$ cat src/rtl/core/rcd_pkg.sv
package rcd_pkg;

    localparam int DATA_W          = 32;
    localparam int PRIME_BITS_DEF  = 16;
    localparam int PRIME_CFG_W     = 16;
    localparam int CFG_IDX_W       = 2;

    localparam logic [CFG_IDX_W-1:0] CFG_PRIME_P  = 2'd0;
    localparam logic [CFG_IDX_W-1:0] CFG_PRIME_Q  = 2'd1;
    localparam logic [CFG_IDX_W-1:0] CFG_PRIV_EXP = 2'd2;

    localparam logic [PRIME_CFG_W-1:0] PRIME_P_RST = 16'd3;
    localparam logic [PRIME_CFG_W-1:0] PRIME_Q_RST = 16'd5;
    localparam logic [DATA_W-1:0]      PRIV_EXP_RST = 32'd1;

    typedef enum logic [4:0] {
        OP_NONE,
        OP_LOAD,
        OP_R1,
        OP_EUC_DIV,
        OP_EUC_MUL,
        OP_DP,
        OP_DQ,
        OP_CP,
        OP_CQ,
        OP_EXP_ACC,
        OP_EXP_SQR,
        OP_SAVE_M1,
        OP_SAVE_M2,
        OP_M2P,
        OP_H,
        OP_MQ,
        OP_SUM,
        OP_FAIL
    } op_t;

    typedef enum logic [4:0] {
        ST_IDLE,
        ST_CHECK,
        ST_R1,
        ST_EUC_TEST,
        ST_EUC_DIV,
        ST_EUC_MUL,
        ST_INV_TEST,
        ST_DP,
        ST_DQ,
        ST_CBASE,
        ST_EXP_TEST,
        ST_EXP_ACC,
        ST_EXP_SQR,
        ST_M2P,
        ST_H,
        ST_MQ,
        ST_SUM,
        ST_FAIL,
        ST_DONE
    } state_t;

    typedef struct packed {
        op_t  op;
        logic go;
    } cmd_t;

    typedef struct packed {
        logic unit_done;
        logic key_bad;
        logic r1_zero;
        logic r0_one;
        logic exp_zero;
        logic exp_lsb;
    } sts_t;

endpackage

$ cat src/rtl/core/rsa_crt_decrypt.sv
// RSA decryption by the Chinese remainder theorem, one 32-bit word per transaction.
//
// Configuration channel: cfg_valid/cfg_ready with cfg_index and cfg_data.
//   Index 0 writes prime p, index 1 prime q (low 16 bits of the data, kept to
//   PRIME_BITS bits), index 2 the private exponent d. cfg_ready is always high;
//   write only while busy is low. Other indexes are dropped.
// Input: a transaction is taken at a rising edge with start high and busy low;
//   ciphertext is sampled on that edge.
// Output: result_valid is high for exactly one cycle with message and key_error.
//   The receiver cannot stall; it must take the result in that cycle.
//   key_error is 1 (message 0) when p or q is below two or q has no inverse mod p.
// Operation: one item at a time; a new start is not taken while busy. The work
//   runs on two shared sequential units, a restoring divider and an interleaved
//   modular multiplier. Per item: one divide for q mod p, per Euclid round one
//   divide and one multiply, five more divides, up to 2*PRIME_BITS multiplies
//   per exponentiation (two of them), and one multiply for h.
// Reset: asynchronous, active low; p = 3, q = 5, d = 1, block idle.
module rsa_crt_decrypt #(
    parameter int PRIME_BITS = rcd_pkg::PRIME_BITS_DEF
) (
    input  logic                                clk,
    input  logic                                rst_n,
    input  logic                                start,
    output logic                                busy,
    input  logic [rcd_pkg::DATA_W-1:0]          ciphertext,
    output logic                                result_valid,
    output logic [rcd_pkg::DATA_W-1:0]          message,
    output logic                                key_error,
    input  logic                                cfg_valid,
    output logic                                cfg_ready,
    input  logic [rcd_pkg::CFG_IDX_W-1:0]       cfg_index,
    input  logic [rcd_pkg::DATA_W-1:0]          cfg_data
);

    logic [PRIME_BITS-1:0]      p_reg, p_next;
    logic [PRIME_BITS-1:0]      q_reg, q_next;
    logic [rcd_pkg::DATA_W-1:0] d_reg, d_next;
    logic                       cfg_wr;
    rcd_pkg::cmd_t              cmd;
    rcd_pkg::sts_t              sts;

    assign cfg_ready = 1'b1;
    assign cfg_wr    = cfg_valid && cfg_ready;

    // register file decode; primes take the low configured bits only
    always_comb
    begin
        p_next = p_reg;
        q_next = q_reg;
        d_next = d_reg;
        if (cfg_wr)
        begin
            unique case (cfg_index)
                rcd_pkg::CFG_PRIME_P:  p_next = PRIME_BITS'(cfg_data[rcd_pkg::PRIME_CFG_W-1:0]);
                rcd_pkg::CFG_PRIME_Q:  q_next = PRIME_BITS'(cfg_data[rcd_pkg::PRIME_CFG_W-1:0]);
                rcd_pkg::CFG_PRIV_EXP: d_next = cfg_data;
                default: ;
            endcase
        end
    end

    always_ff @(posedge clk or negedge rst_n)
    begin
        if (!rst_n)
        begin
            p_reg <= PRIME_BITS'(rcd_pkg::PRIME_P_RST);
            q_reg <= PRIME_BITS'(rcd_pkg::PRIME_Q_RST);
            d_reg <= rcd_pkg::PRIV_EXP_RST;
        end
        else
        begin
            p_reg <= p_next;
            q_reg <= q_next;
            d_reg <= d_next;
        end
    end

    rcd_ctrl u_ctrl (
        .clk          (clk),
        .rst_n        (rst_n),
        .start        (start),
        .sts          (sts),
        .cmd          (cmd),
        .busy         (busy),
        .result_valid (result_valid)
    );

    rcd_datapath #(.PRIME_BITS(PRIME_BITS)) u_datapath (
        .clk        (clk),
        .rst_n      (rst_n),
        .cmd        (cmd),
        .sts        (sts),
        .p_val      (p_reg),
        .q_val      (q_reg),
        .d_val      (d_reg),
        .ciphertext (ciphertext),
        .message    (message),
        .key_error  (key_error)
    );

endmodule

$ cat src/rtl/core/rcd_div.sv
module rcd_div #(
    parameter int PRIME_BITS = rcd_pkg::PRIME_BITS_DEF
) (
    input  logic                      clk,
    input  logic                      rst_n,
    input  logic                      go,
    input  logic [rcd_pkg::DATA_W-1:0] dividend,
    input  logic [PRIME_BITS-1:0]     divisor,
    output logic                      done,
    output logic [rcd_pkg::DATA_W-1:0] quot,
    output logic [PRIME_BITS-1:0]     rem
);

    localparam int DW = rcd_pkg::DATA_W;
    localparam int CW = $clog2(DW);

    logic              busy_reg, busy_next;
    logic              done_reg, done_next;
    logic [CW-1:0]     cnt_reg, cnt_next;
    logic [DW-1:0]     quo_reg, quo_next;
    logic [PRIME_BITS-1:0] rem_reg, rem_next;
    logic [PRIME_BITS-1:0] div_reg, div_next;
    logic [PRIME_BITS:0]   trial;
    logic [PRIME_BITS:0]   diff;
    logic                  fits;

    // one restoring step per cycle, quotient bits shift in where the dividend leaves
    always_comb
    begin
        trial = {rem_reg, quo_reg[DW-1]};
        diff  = trial - {1'b0, div_reg};
        fits  = trial >= {1'b0, div_reg};
        busy_next = busy_reg;
        done_next = 1'b0;
        cnt_next  = cnt_reg;
        quo_next  = quo_reg;
        rem_next  = rem_reg;
        div_next  = div_reg;
        if (go)
        begin
            busy_next = 1'b1;
            cnt_next  = '0;
            quo_next  = dividend;
            rem_next  = '0;
            div_next  = divisor;
        end
        else if (busy_reg)
        begin
            quo_next = {quo_reg[DW-2:0], fits};
            rem_next = fits ? diff[PRIME_BITS-1:0] : trial[PRIME_BITS-1:0];
            cnt_next = cnt_reg + 1'b1;
            if (cnt_reg == CW'(DW - 1))
            begin
                busy_next = 1'b0;
                done_next = 1'b1;
            end
        end
    end

    always_ff @(posedge clk or negedge rst_n)
    begin
        if (!rst_n)
        begin
            busy_reg <= 1'b0;
            done_reg <= 1'b0;
            cnt_reg  <= '0;
        end
        else
        begin
            busy_reg <= busy_next;
            done_reg <= done_next;
            cnt_reg  <= cnt_next;
        end
    end

    always_ff @(posedge clk)
    begin
        quo_reg <= quo_next;
        rem_reg <= rem_next;
        div_reg <= div_next;
    end

    assign done = done_reg;
    assign quot = quo_reg;
    assign rem  = rem_reg;

endmodule

$ cat src/rtl/core/rcd_mmul.sv
module rcd_mmul #(
    parameter int PRIME_BITS = rcd_pkg::PRIME_BITS_DEF
) (
    input  logic                  clk,
    input  logic                  rst_n,
    input  logic                  go,
    input  logic [PRIME_BITS-1:0] op_a,
    input  logic [PRIME_BITS-1:0] op_b,
    input  logic [PRIME_BITS-1:0] modulus,
    output logic                  done,
    output logic [PRIME_BITS-1:0] product
);

    localparam int CW = $clog2(PRIME_BITS);
    localparam int AW = PRIME_BITS + 2;

    logic                  busy_reg, busy_next;
    logic                  done_reg, done_next;
    logic [CW-1:0]         cnt_reg, cnt_next;
    logic [PRIME_BITS-1:0] a_reg, a_next;
    logic [PRIME_BITS-1:0] b_reg, b_next;
    logic [PRIME_BITS-1:0] m_reg, m_next;
    logic [PRIME_BITS-1:0] acc_reg, acc_next;
    logic [AW-1:0]         dbl, s1, s2, mx;

    // MSB-first interleaved multiply: double, reduce, add, reduce
    always_comb
    begin
        mx  = AW'(m_reg);
        dbl = AW'({acc_reg, 1'b0});
        s1  = (dbl >= mx) ? dbl - mx : dbl;
        s2  = s1 + (a_reg[PRIME_BITS-1] ? AW'(b_reg) : '0);
        s2  = (s2 >= mx) ? s2 - mx : s2;
        busy_next = busy_reg;
        done_next = 1'b0;
        cnt_next  = cnt_reg;
        a_next    = a_reg;
        b_next    = b_reg;
        m_next    = m_reg;
        acc_next  = acc_reg;
        if (go)
        begin
            busy_next = 1'b1;
            cnt_next  = '0;
            a_next    = op_a;
            b_next    = op_b;
            m_next    = modulus;
            acc_next  = '0;
        end
        else if (busy_reg)
        begin
            acc_next = s2[PRIME_BITS-1:0];
            a_next   = a_reg << 1;
            cnt_next = cnt_reg + 1'b1;
            if (cnt_reg == CW'(PRIME_BITS - 1))
            begin
                busy_next = 1'b0;
                done_next = 1'b1;
            end
        end
    end

    always_ff @(posedge clk or negedge rst_n)
    begin
        if (!rst_n)
        begin
            busy_reg <= 1'b0;
            done_reg <= 1'b0;
            cnt_reg  <= '0;
        end
        else
        begin
            busy_reg <= busy_next;
            done_reg <= done_next;
            cnt_reg  <= cnt_next;
        end
    end

    always_ff @(posedge clk)
    begin
        a_reg   <= a_next;
        b_reg   <= b_next;
        m_reg   <= m_next;
        acc_reg <= acc_next;
    end

    assign done    = done_reg;
    assign product = acc_reg;

endmodule

$ cat src/rtl/core/rcd_datapath.sv
module rcd_datapath #(
    parameter int PRIME_BITS = rcd_pkg::PRIME_BITS_DEF
) (
    input  logic                       clk,
    input  logic                       rst_n,
    input  rcd_pkg::cmd_t              cmd,
    output rcd_pkg::sts_t              sts,
    input  logic [PRIME_BITS-1:0]      p_val,
    input  logic [PRIME_BITS-1:0]      q_val,
    input  logic [rcd_pkg::DATA_W-1:0] d_val,
    input  logic [rcd_pkg::DATA_W-1:0] ciphertext,
    output logic [rcd_pkg::DATA_W-1:0] message,
    output logic                       key_error
);

    localparam int DW = rcd_pkg::DATA_W;
    localparam int PB = PRIME_BITS;

    logic [DW-1:0]   c_reg;
    logic [PB-1:0]   r0_reg, r1_reg, qt_reg, t0_reg, t1_reg;
    logic [PB-1:0]   dp_reg, dq_reg, mod_reg, base_reg, acc_reg, exp_reg;
    logic [PB-1:0]   m1_reg, m2_reg, diff_reg, h_reg;
    logic [2*PB-1:0] prod_reg;
    logic [DW-1:0]   msg_reg;
    logic            err_reg;

    logic            div_go, mul_go, div_done, mul_done, div_op;
    logic [DW-1:0]   div_a, div_quot;
    logic [PB-1:0]   div_b, div_rem;
    logic [PB-1:0]   mul_a, mul_b, mul_m, mul_y;
    logic [PB:0]     m2p_diff, tn_diff;
    logic [63:0]     sum_w;

    always_comb
    begin
        div_op = 1'b1;
        div_a  = DW'(q_val);
        div_b  = p_val;
        unique case (cmd.op)
            rcd_pkg::OP_R1:
            begin
                div_a = DW'(q_val);
                div_b = p_val;
            end
            rcd_pkg::OP_EUC_DIV:
            begin
                div_a = DW'(r0_reg);
                div_b = r1_reg;
            end
            rcd_pkg::OP_DP:
            begin
                div_a = d_val;
                div_b = p_val - 1'b1;
            end
            rcd_pkg::OP_DQ:
            begin
                div_a = d_val;
                div_b = q_val - 1'b1;
            end
            rcd_pkg::OP_CP:
            begin
                div_a = c_reg;
                div_b = p_val;
            end
            rcd_pkg::OP_CQ:
            begin
                div_a = c_reg;
                div_b = q_val;
            end
            rcd_pkg::OP_M2P:
            begin
                div_a = DW'(m2_reg);
                div_b = p_val;
            end
            default:
                div_op = 1'b0;
        endcase
    end

    always_comb
    begin
        mul_a = base_reg;
        mul_b = base_reg;
        mul_m = mod_reg;
        case (cmd.op)
            rcd_pkg::OP_EUC_MUL:
            begin
                mul_a = qt_reg;
                mul_b = t1_reg;
                mul_m = p_val;
            end
            rcd_pkg::OP_EXP_ACC:
            begin
                mul_a = acc_reg;
                mul_b = base_reg;
                mul_m = mod_reg;
            end
            rcd_pkg::OP_H:
            begin
                mul_a = t0_reg;
                mul_b = diff_reg;
                mul_m = p_val;
            end
            default:
            begin
                mul_a = base_reg;
                mul_b = base_reg;
                mul_m = mod_reg;
            end
        endcase
    end

    assign div_go = cmd.go && div_op;
    assign mul_go = cmd.go && !div_op;

    rcd_div #(.PRIME_BITS(PB)) u_div (
        .clk      (clk),
        .rst_n    (rst_n),
        .go       (div_go),
        .dividend (div_a),
        .divisor  (div_b),
        .done     (div_done),
        .quot     (div_quot),
        .rem      (div_rem)
    );

    rcd_mmul #(.PRIME_BITS(PB)) u_mmul (
        .clk     (clk),
        .rst_n   (rst_n),
        .go      (mul_go),
        .op_a    (mul_a),
        .op_b    (mul_b),
        .modulus (mul_m),
        .done    (mul_done),
        .product (mul_y)
    );

    // differences kept modulo p
    assign m2p_diff = (m1_reg >= div_rem) ? {1'b0, m1_reg} - {1'b0, div_rem}
                                          : {1'b0, m1_reg} + {1'b0, p_val} - {1'b0, div_rem};
    assign tn_diff  = (t0_reg >= mul_y) ? {1'b0, t0_reg} - {1'b0, mul_y}
                                        : {1'b0, t0_reg} + {1'b0, p_val} - {1'b0, mul_y};
    assign sum_w    = 64'(prod_reg) + 64'(m2_reg);

    always_ff @(posedge clk)
    begin
        if (div_done)
        begin
            case (cmd.op)
                rcd_pkg::OP_R1:
                begin
                    r0_reg <= p_val;
                    r1_reg <= div_rem;
                    t0_reg <= '0;
                    t1_reg <= PB'(1);
                end
                rcd_pkg::OP_EUC_DIV:
                begin
                    r0_reg <= r1_reg;
                    r1_reg <= div_rem;
                    qt_reg <= (div_quot == DW'(p_val)) ? '0 : div_quot[PB-1:0];
                end
                rcd_pkg::OP_DP: dp_reg <= div_rem;
                rcd_pkg::OP_DQ: dq_reg <= div_rem;
                rcd_pkg::OP_CP:
                begin
                    base_reg <= div_rem;
                    acc_reg  <= PB'(1);
                    exp_reg  <= dp_reg;
                    mod_reg  <= p_val;
                end
                rcd_pkg::OP_CQ:
                begin
                    base_reg <= div_rem;
                    acc_reg  <= PB'(1);
                    exp_reg  <= dq_reg;
                    mod_reg  <= q_val;
                end
                rcd_pkg::OP_M2P: diff_reg <= m2p_diff[PB-1:0];
                default: ;
            endcase
        end
        if (mul_done)
        begin
            case (cmd.op)
                rcd_pkg::OP_EUC_MUL:
                begin
                    t0_reg <= t1_reg;
                    t1_reg <= tn_diff[PB-1:0];
                end
                rcd_pkg::OP_EXP_ACC: acc_reg <= mul_y;
                rcd_pkg::OP_EXP_SQR:
                begin
                    base_reg <= mul_y;
                    exp_reg  <= exp_reg >> 1;
                end
                rcd_pkg::OP_H: h_reg <= mul_y;
                default: ;
            endcase
        end
        case (cmd.op)
            rcd_pkg::OP_LOAD:    c_reg    <= ciphertext;
            rcd_pkg::OP_SAVE_M1: m1_reg   <= acc_reg;
            rcd_pkg::OP_SAVE_M2: m2_reg   <= acc_reg;
            rcd_pkg::OP_MQ:      prod_reg <= h_reg * q_val;
            rcd_pkg::OP_SUM:     msg_reg  <= sum_w[DW-1:0];
            rcd_pkg::OP_FAIL:    msg_reg  <= '0;
            default: ;
        endcase
    end

    always_ff @(posedge clk or negedge rst_n)
    begin
        if (!rst_n)
            err_reg <= 1'b0;
        else if (cmd.op == rcd_pkg::OP_SUM)
            err_reg <= 1'b0;
        else if (cmd.op == rcd_pkg::OP_FAIL)
            err_reg <= 1'b1;
    end

    assign sts.unit_done = div_done | mul_done;
    assign sts.key_bad   = (p_val[PB-1:1] == '0) || (q_val[PB-1:1] == '0);
    assign sts.r1_zero   = (r1_reg == '0);
    assign sts.r0_one    = (r0_reg == PB'(1));
    assign sts.exp_zero  = (exp_reg == '0);
    assign sts.exp_lsb   = exp_reg[0];

    assign message   = msg_reg;
    assign key_error = err_reg;

endmodule

$ cat src/rtl/core/rcd_ctrl.sv
module rcd_ctrl (
    input  logic          clk,
    input  logic          rst_n,
    input  logic          start,
    input  rcd_pkg::sts_t sts,
    output rcd_pkg::cmd_t cmd,
    output logic          busy,
    output logic          result_valid
);

    rcd_pkg::state_t state_reg, state_next;
    logic            phase_reg, phase_next;
    logic            launched_reg, launched_next;
    logic            unit_state;

    // next state
    always_comb
    begin
        state_next = state_reg;
        phase_next = phase_reg;
        unique case (state_reg)
            rcd_pkg::ST_IDLE:
                if (start)
                begin
                    state_next = rcd_pkg::ST_CHECK;
                    phase_next = 1'b0;
                end
            rcd_pkg::ST_CHECK:
                state_next = sts.key_bad ? rcd_pkg::ST_FAIL : rcd_pkg::ST_R1;
            rcd_pkg::ST_R1:
                if (sts.unit_done) state_next = rcd_pkg::ST_EUC_TEST;
            rcd_pkg::ST_EUC_TEST:
                state_next = sts.r1_zero ? rcd_pkg::ST_INV_TEST : rcd_pkg::ST_EUC_DIV;
            rcd_pkg::ST_EUC_DIV:
                if (sts.unit_done) state_next = rcd_pkg::ST_EUC_MUL;
            rcd_pkg::ST_EUC_MUL:
                if (sts.unit_done) state_next = rcd_pkg::ST_EUC_TEST;
            rcd_pkg::ST_INV_TEST:
                state_next = sts.r0_one ? rcd_pkg::ST_DP : rcd_pkg::ST_FAIL;
            rcd_pkg::ST_DP:
                if (sts.unit_done) state_next = rcd_pkg::ST_DQ;
            rcd_pkg::ST_DQ:
                if (sts.unit_done) state_next = rcd_pkg::ST_CBASE;
            rcd_pkg::ST_CBASE:
                if (sts.unit_done) state_next = rcd_pkg::ST_EXP_TEST;
            rcd_pkg::ST_EXP_TEST:
                if (sts.exp_zero)
                begin
                    if (phase_reg)
                        state_next = rcd_pkg::ST_M2P;
                    else
                    begin
                        state_next = rcd_pkg::ST_CBASE;
                        phase_next = 1'b1;
                    end
                end
                else
                    state_next = sts.exp_lsb ? rcd_pkg::ST_EXP_ACC : rcd_pkg::ST_EXP_SQR;
            rcd_pkg::ST_EXP_ACC:
                if (sts.unit_done) state_next = rcd_pkg::ST_EXP_SQR;
            rcd_pkg::ST_EXP_SQR:
                if (sts.unit_done) state_next = rcd_pkg::ST_EXP_TEST;
            rcd_pkg::ST_M2P:
                if (sts.unit_done) state_next = rcd_pkg::ST_H;
            rcd_pkg::ST_H:
                if (sts.unit_done) state_next = rcd_pkg::ST_MQ;
            rcd_pkg::ST_MQ:
                state_next = rcd_pkg::ST_SUM;
            rcd_pkg::ST_SUM:
                state_next = rcd_pkg::ST_DONE;
            rcd_pkg::ST_FAIL:
                state_next = rcd_pkg::ST_DONE;
            rcd_pkg::ST_DONE:
                state_next = rcd_pkg::ST_IDLE;
            default:
                state_next = rcd_pkg::ST_IDLE;
        endcase
    end

    // outputs
    always_comb
    begin
        cmd.op     = rcd_pkg::OP_NONE;
        unit_state = 1'b0;
        unique case (state_reg)
            rcd_pkg::ST_IDLE:
                cmd.op = start ? rcd_pkg::OP_LOAD : rcd_pkg::OP_NONE;
            rcd_pkg::ST_R1:
            begin
                cmd.op     = rcd_pkg::OP_R1;
                unit_state = 1'b1;
            end
            rcd_pkg::ST_EUC_DIV:
            begin
                cmd.op     = rcd_pkg::OP_EUC_DIV;
                unit_state = 1'b1;
            end
            rcd_pkg::ST_EUC_MUL:
            begin
                cmd.op     = rcd_pkg::OP_EUC_MUL;
                unit_state = 1'b1;
            end
            rcd_pkg::ST_DP:
            begin
                cmd.op     = rcd_pkg::OP_DP;
                unit_state = 1'b1;
            end
            rcd_pkg::ST_DQ:
            begin
                cmd.op     = rcd_pkg::OP_DQ;
                unit_state = 1'b1;
            end
            rcd_pkg::ST_CBASE:
            begin
                cmd.op     = phase_reg ? rcd_pkg::OP_CQ : rcd_pkg::OP_CP;
                unit_state = 1'b1;
            end
            rcd_pkg::ST_EXP_TEST:
                if (sts.exp_zero)
                    cmd.op = phase_reg ? rcd_pkg::OP_SAVE_M2 : rcd_pkg::OP_SAVE_M1;
            rcd_pkg::ST_EXP_ACC:
            begin
                cmd.op     = rcd_pkg::OP_EXP_ACC;
                unit_state = 1'b1;
            end
            rcd_pkg::ST_EXP_SQR:
            begin
                cmd.op     = rcd_pkg::OP_EXP_SQR;
                unit_state = 1'b1;
            end
            rcd_pkg::ST_M2P:
            begin
                cmd.op     = rcd_pkg::OP_M2P;
                unit_state = 1'b1;
            end
            rcd_pkg::ST_H:
            begin
                cmd.op     = rcd_pkg::OP_H;
                unit_state = 1'b1;
            end
            rcd_pkg::ST_MQ:   cmd.op = rcd_pkg::OP_MQ;
            rcd_pkg::ST_SUM:  cmd.op = rcd_pkg::OP_SUM;
            rcd_pkg::ST_FAIL: cmd.op = rcd_pkg::OP_FAIL;
            default:          cmd.op = rcd_pkg::OP_NONE;
        endcase
        // launch the shared unit once on entry, hold the command until it reports done
        cmd.go        = unit_state && !launched_reg;
        launched_next = unit_state && !sts.unit_done;
        busy          = (state_reg != rcd_pkg::ST_IDLE);
        result_valid  = (state_reg == rcd_pkg::ST_DONE);
    end

    always_ff @(posedge clk or negedge rst_n)
    begin
        if (!rst_n)
        begin
            state_reg    <= rcd_pkg::ST_IDLE;
            phase_reg    <= 1'b0;
            launched_reg <= 1'b0;
        end
        else
        begin
            state_reg    <= state_next;
            phase_reg    <= phase_next;
            launched_reg <= launched_next;
        end
    end

endmodule

$ cat config.mk
export PLATFORM = sky130hd
export DESIGN_NAME = rsa_crt_decrypt
export DESIGN_NICKNAME = d
export VERILOG_FILES = /design/src/rtl/core/rcd_pkg.sv /design/src/rtl/core/rsa_crt_decrypt.sv /design/src/rtl/core/rcd_div.sv /design/src/rtl/core/rcd_mmul.sv /design/src/rtl/core/rcd_datapath.sv /design/src/rtl/core/rcd_ctrl.sv
export SDC_FILE = /design/constraint.sdc
export NUM_CORES = 2
export LEC_CHECK = 0
export BUFFER_PORTS_ARGS = -buffer_cell sky130_fd_sc_hd__buf_4
export CAP_MARGIN = 20
export CORE_MARGIN = 4
export CORE_UTILIZATION = 48
export CTS_CLUSTER_SIZE = 40
export DETAILED_ROUTE_END_ITERATION = 16
export GPL_TIMING_DRIVEN = 0
export PLACE_DENSITY = 0.7
export SLEW_MARGIN = 25
export SYNTH_ARGS = -nofsm -noshare
export SYNTH_HDL_FRONTEND = slang
export SYNTH_SLANG_ARGS = --single-unit
$ cat constraint.sdc
create_clock -name clk -period 7.45 [get_ports clk]
set_clock_uncertainty 0.1 [all_clocks]
set_input_delay 1.1175 -clock clk [delete_from_list [all_inputs] [get_ports clk]]
set_output_delay 1.1175 -clock clk [all_outputs]
set_load 0.01 [all_outputs]
==> key figures <==
Run status
  – Outcome: finished, final reports clean

Floorplanning
  – Initial Util: 0.487
  – Die Wd: about 290 µm
  – Cell row count: ~100
  – Die height: 292 µm
  – Core Area: 79500 µm²
  – Die footprint: 85300 µm²
  – I/O pin total: ~110

Job
  – Number of max-cap violations: 0

Route
  – Total number of vias: about 31k
  – Total Wirelength: ~120000 µm
  – DR WL/cell: between 20 and 25 µm
  – Post-DRT Antenna Nets: 0
  – First drt pass iteration count: 8
  – Post-route DRC violation count: 0
  – Initial DRC Count: roughly 3.3k
  – Vias per cell: around 6

Worst setup path
  – Register-to-Register Path Depth: 23
  – CP Buf/Inv Count: 5
  – Crit Path Class: flip-flop to flip-flop
  – Critical Path Max Stage Delay: around 0.75 ns
  – Crit path launch type: flip-flop
  – CP max stage cell: dfstp_4
  – Critical Path AT: approximately 7.5 ns
  – Crit-path cells: nand2_1 -> fa_1 -> inv_1 -> fa_1 -> inv_1 -> fa_1 -> inv_1 -> fa_1 -> inv_1 -> fa_1 -> inv_1 -> fa_1 -> ha_1 -> a2111oi_0 -> o21ai_0 -> o21a_1 -> a2bb2oi_1 -> a21oi_2 -> or2_1 -> a41o_1 -> a211o_1 -> a21oi_1 -> xnor2_1
  – Crit. path cell count: 23
  – Worst setup EP type: flip-flop
  – Crit path max-delay family: adder cells
  – Most frequent CP cell: fa_1
  – Required @ worst endpoint: roughly 7.7 ns
  – Crit path max fanout: 12

Synth
  – Most used DFF post-synth: edfxtp_1
  – Count leader, synth: nand2_1
  – Post-synth ARST share: 0.155
  – Post-Synth Simple-Gate Area: 0.147
  – Number of synthesized register bits: between 500 and 600
  – Synth Area in XOR/XNOR: 0.0409
  – Mean Syn Cell Area: just under 10 µm²
  – Top cell type's share of synthesized area: 0.273
  – Largest family of logic cells by synthesized area: adder cells
  – Largest area contributor in the netlist: edfxtp_1
  – Synth cell types: 91
  – Top post-synthesis cells by count: 540 x nand2_1, 448 x inv_1, 352 x edfxtp_1, 253 x o21ai_0, 250 x ha_1
  – Post-Syn Nets: 4527
  – Compound-Gate Fraction of Synth Area: 0.133
  – Synth area leaders: edfxtp_1 27%, fa_1 12%, ha_1 8.1%
  – Syn. warnings: 0
  – Multiplexer share of the synthesized area: 0.0326
  – Mapped Area: 38700 µm²
  – Adder-cell share of the synthesized area: 0.200
  – Number of synthesized flops with an enable pin: ~350
  – Sequential fraction of the synthesis area: 0.386
  – Post-Synthesis Cells: about 4.0k

Clock network
  – CTS tree: built
  – Root Driver: clkbuf_16
  – Reg clk slew, reported paths: roughly 0.060 ns
  – Num CTS Buffers: 59
  – Clk buf depth: 3
  – Worst skew pair latency: ~0.69 ns
  – H-tree Lvls: 2
  – Clk sinks: around 550

STA
  – Max Slew Vio Count: 0
  – Final Hold Viols: 0
  – Hold slack: between 0.3 and 0.4 ns
  – Post-layout min period: 7.19 ns
  – Tightest Pin Transition: around 1.1 ns
  – Fin crit share: 0.965
  – Fmax: between 100 and 150 MHz
  – Final setup fails: 0
  – Slew headroom: 0.262

GRT
  – First-pass GRT wire length: 182000 µm
  – Initial antenna violation count: 3
  – Largest net degree at the start of global routing: 86
  – Gr usage total: 0.279
  – Number of global-route vias before repair: between 20k and 30k
  – Grt total ovfl: 0

Placement
  – Input/output buffers: approximately 100
  – HPWL Detailed: around 94000 µm
  – GPL Wtd Cong: between 1 and 1.5

Cells and area
  – Layout cell share with drive strength beyond 1: 0.0976
  – Fill cell count: roughly 7.1k
  – Sequential standard cell area: about 15000 µm²
  – Area Growth Syn to Fin: 11.9%
  – Area of the multi-input gates: roughly 22000 µm²
  – Layout Nets: 4710

Worst hold path
  – WHS Path Cells: 2
  – Worst hold-check path type: flip-flop to flip-flop
-- worst reg2reg max path, cell delays in order, from the launching register on --
cell and delay, ns:
dfstp_4 0.75, nand2_1 0.12, fa_1 0.51, inv_1 0.06, fa_1 0.53, inv_1 0.05
fa_1 0.49, inv_1 0.06, fa_1 0.53, inv_1 0.05, fa_1 0.49, inv_1 0.05
fa_1 0.43, ha_1 0.37, a2111oi_0 0.38, o21ai_0 0.16, o21a_1 0.14, a2bb2oi_1 0.30
a21oi_2 0.15, or2_1 0.27, a41o_1 0.32, a211o_1 0.29, a21oi_1 0.18, xnor2_1 0.12
-- cell type report --
type	instances	area share
clock buffers	82	0.0396
diodes	1	0.0000577
repair buffers	139	0.0251
plain buffers	150	0.0154
inverters	450	0.0390
well taps	1050	0.0303
flip-flops and latches	549	0.346
clock inverters	30	0.00875
multi-input cells	2810	0.496
-- final timing paths --
kind | start | end | slack, ns
max reg2reg | q_reg[2] | u_datapath.prod_reg[31] | 0.26
min | u_datapath.t1_reg[4] | u_datapath.t1_reg[4] | 0.40
max in group asynchronous | rst_n | q_reg[5] | 6.12
min reg2reg | u_datapath.t1_reg[4] | u_datapath.t1_reg[4] | 0.40
max | q_reg[2] | u_datapath.prod_reg[31] | 0.26
min in group asynchronous | rst_n | d_reg[25] | 0.42
-- metal layers --
metal / share of wire / GRT usage
met1: 0.40 / 0.383
met2: 0.44 / 0.433
met3: 0.10 / 0.0531
met4: 0.054 / 0.122
met5: 0 / 0
-- cells in the final DEF (no fill, tap or decap), types with 21 or more instances in the layout --
master     count
a211oi_1      21
a21o_1        38
a21oi_1      184
a222oi_1      33
a22oi_1       38
a31oi_1       40
and2_1       136
and3_1        26
buf_2         22
buf_4        136
clkbuf_1     113
clkbuf_16     63
dfrtp_1       68
dfxtp_1      103
edfxtp_1     352
fa_1         231
ha_1         250
inv_1        447
mux2_2        69
mux2i_1       46
nand2_1      539
nand2b_1      28
nand3_1       46
nand4_1       28
nor2_1       238
nor2b_1       26
nor3_1        53
nor4_1        31
o21a_1        31
o21ai_0      251
or3_1         25
xnor2_1      112
xor2_1        68
-- through the flow --
step | utilization | std cells | setup slack [ns] | setup TNS [ns] | instance area, µm²
2_1_floorplan | - | 3976 | 0.586 | 0 | 38700
3_3_place_gp | 0.514 | 5130 | -0.922 | -33.79 | 40800
3_5_place_dp | 0.515 | 5140 | -0.707 | -9.34 | 41000
4_1_cts | 0.542 | 5237 | 0.00212 | 0 | 43100
5_1_grt | 0.545 | 5260 | -0.0255 | -0.0375 | 43300
6_report | 0.545 | 5261 | 0.259 | 0 | 43300
-- cells by family (layout without fill, tap and decap cells) --
group                    after synthesis  after routing
AO/OA/AOI/OAI                        806            806
XOR/XNOR                             181            181
adder cells (fa/ha/maj)              482            482
buffers and inverters                617            851
flip-flops                           549            549
multiplexers                         117            117
other                                  1              2
AND/OR/NAND/NOR                     1223           1223
-- what timing repair did --
action / CTS / global route
cloned: 0 / 0
hold buffers: 0 / 0
setup endpoints to repair: 23 / 21
pin swaps: 0 / 4
setup buffers: 0 / 25
resized for setup: 29 / 74
Power is left out: the tool's default activity adds up to more than one toggle a clock period on the data nets, which glitch-free logic cannot reach.
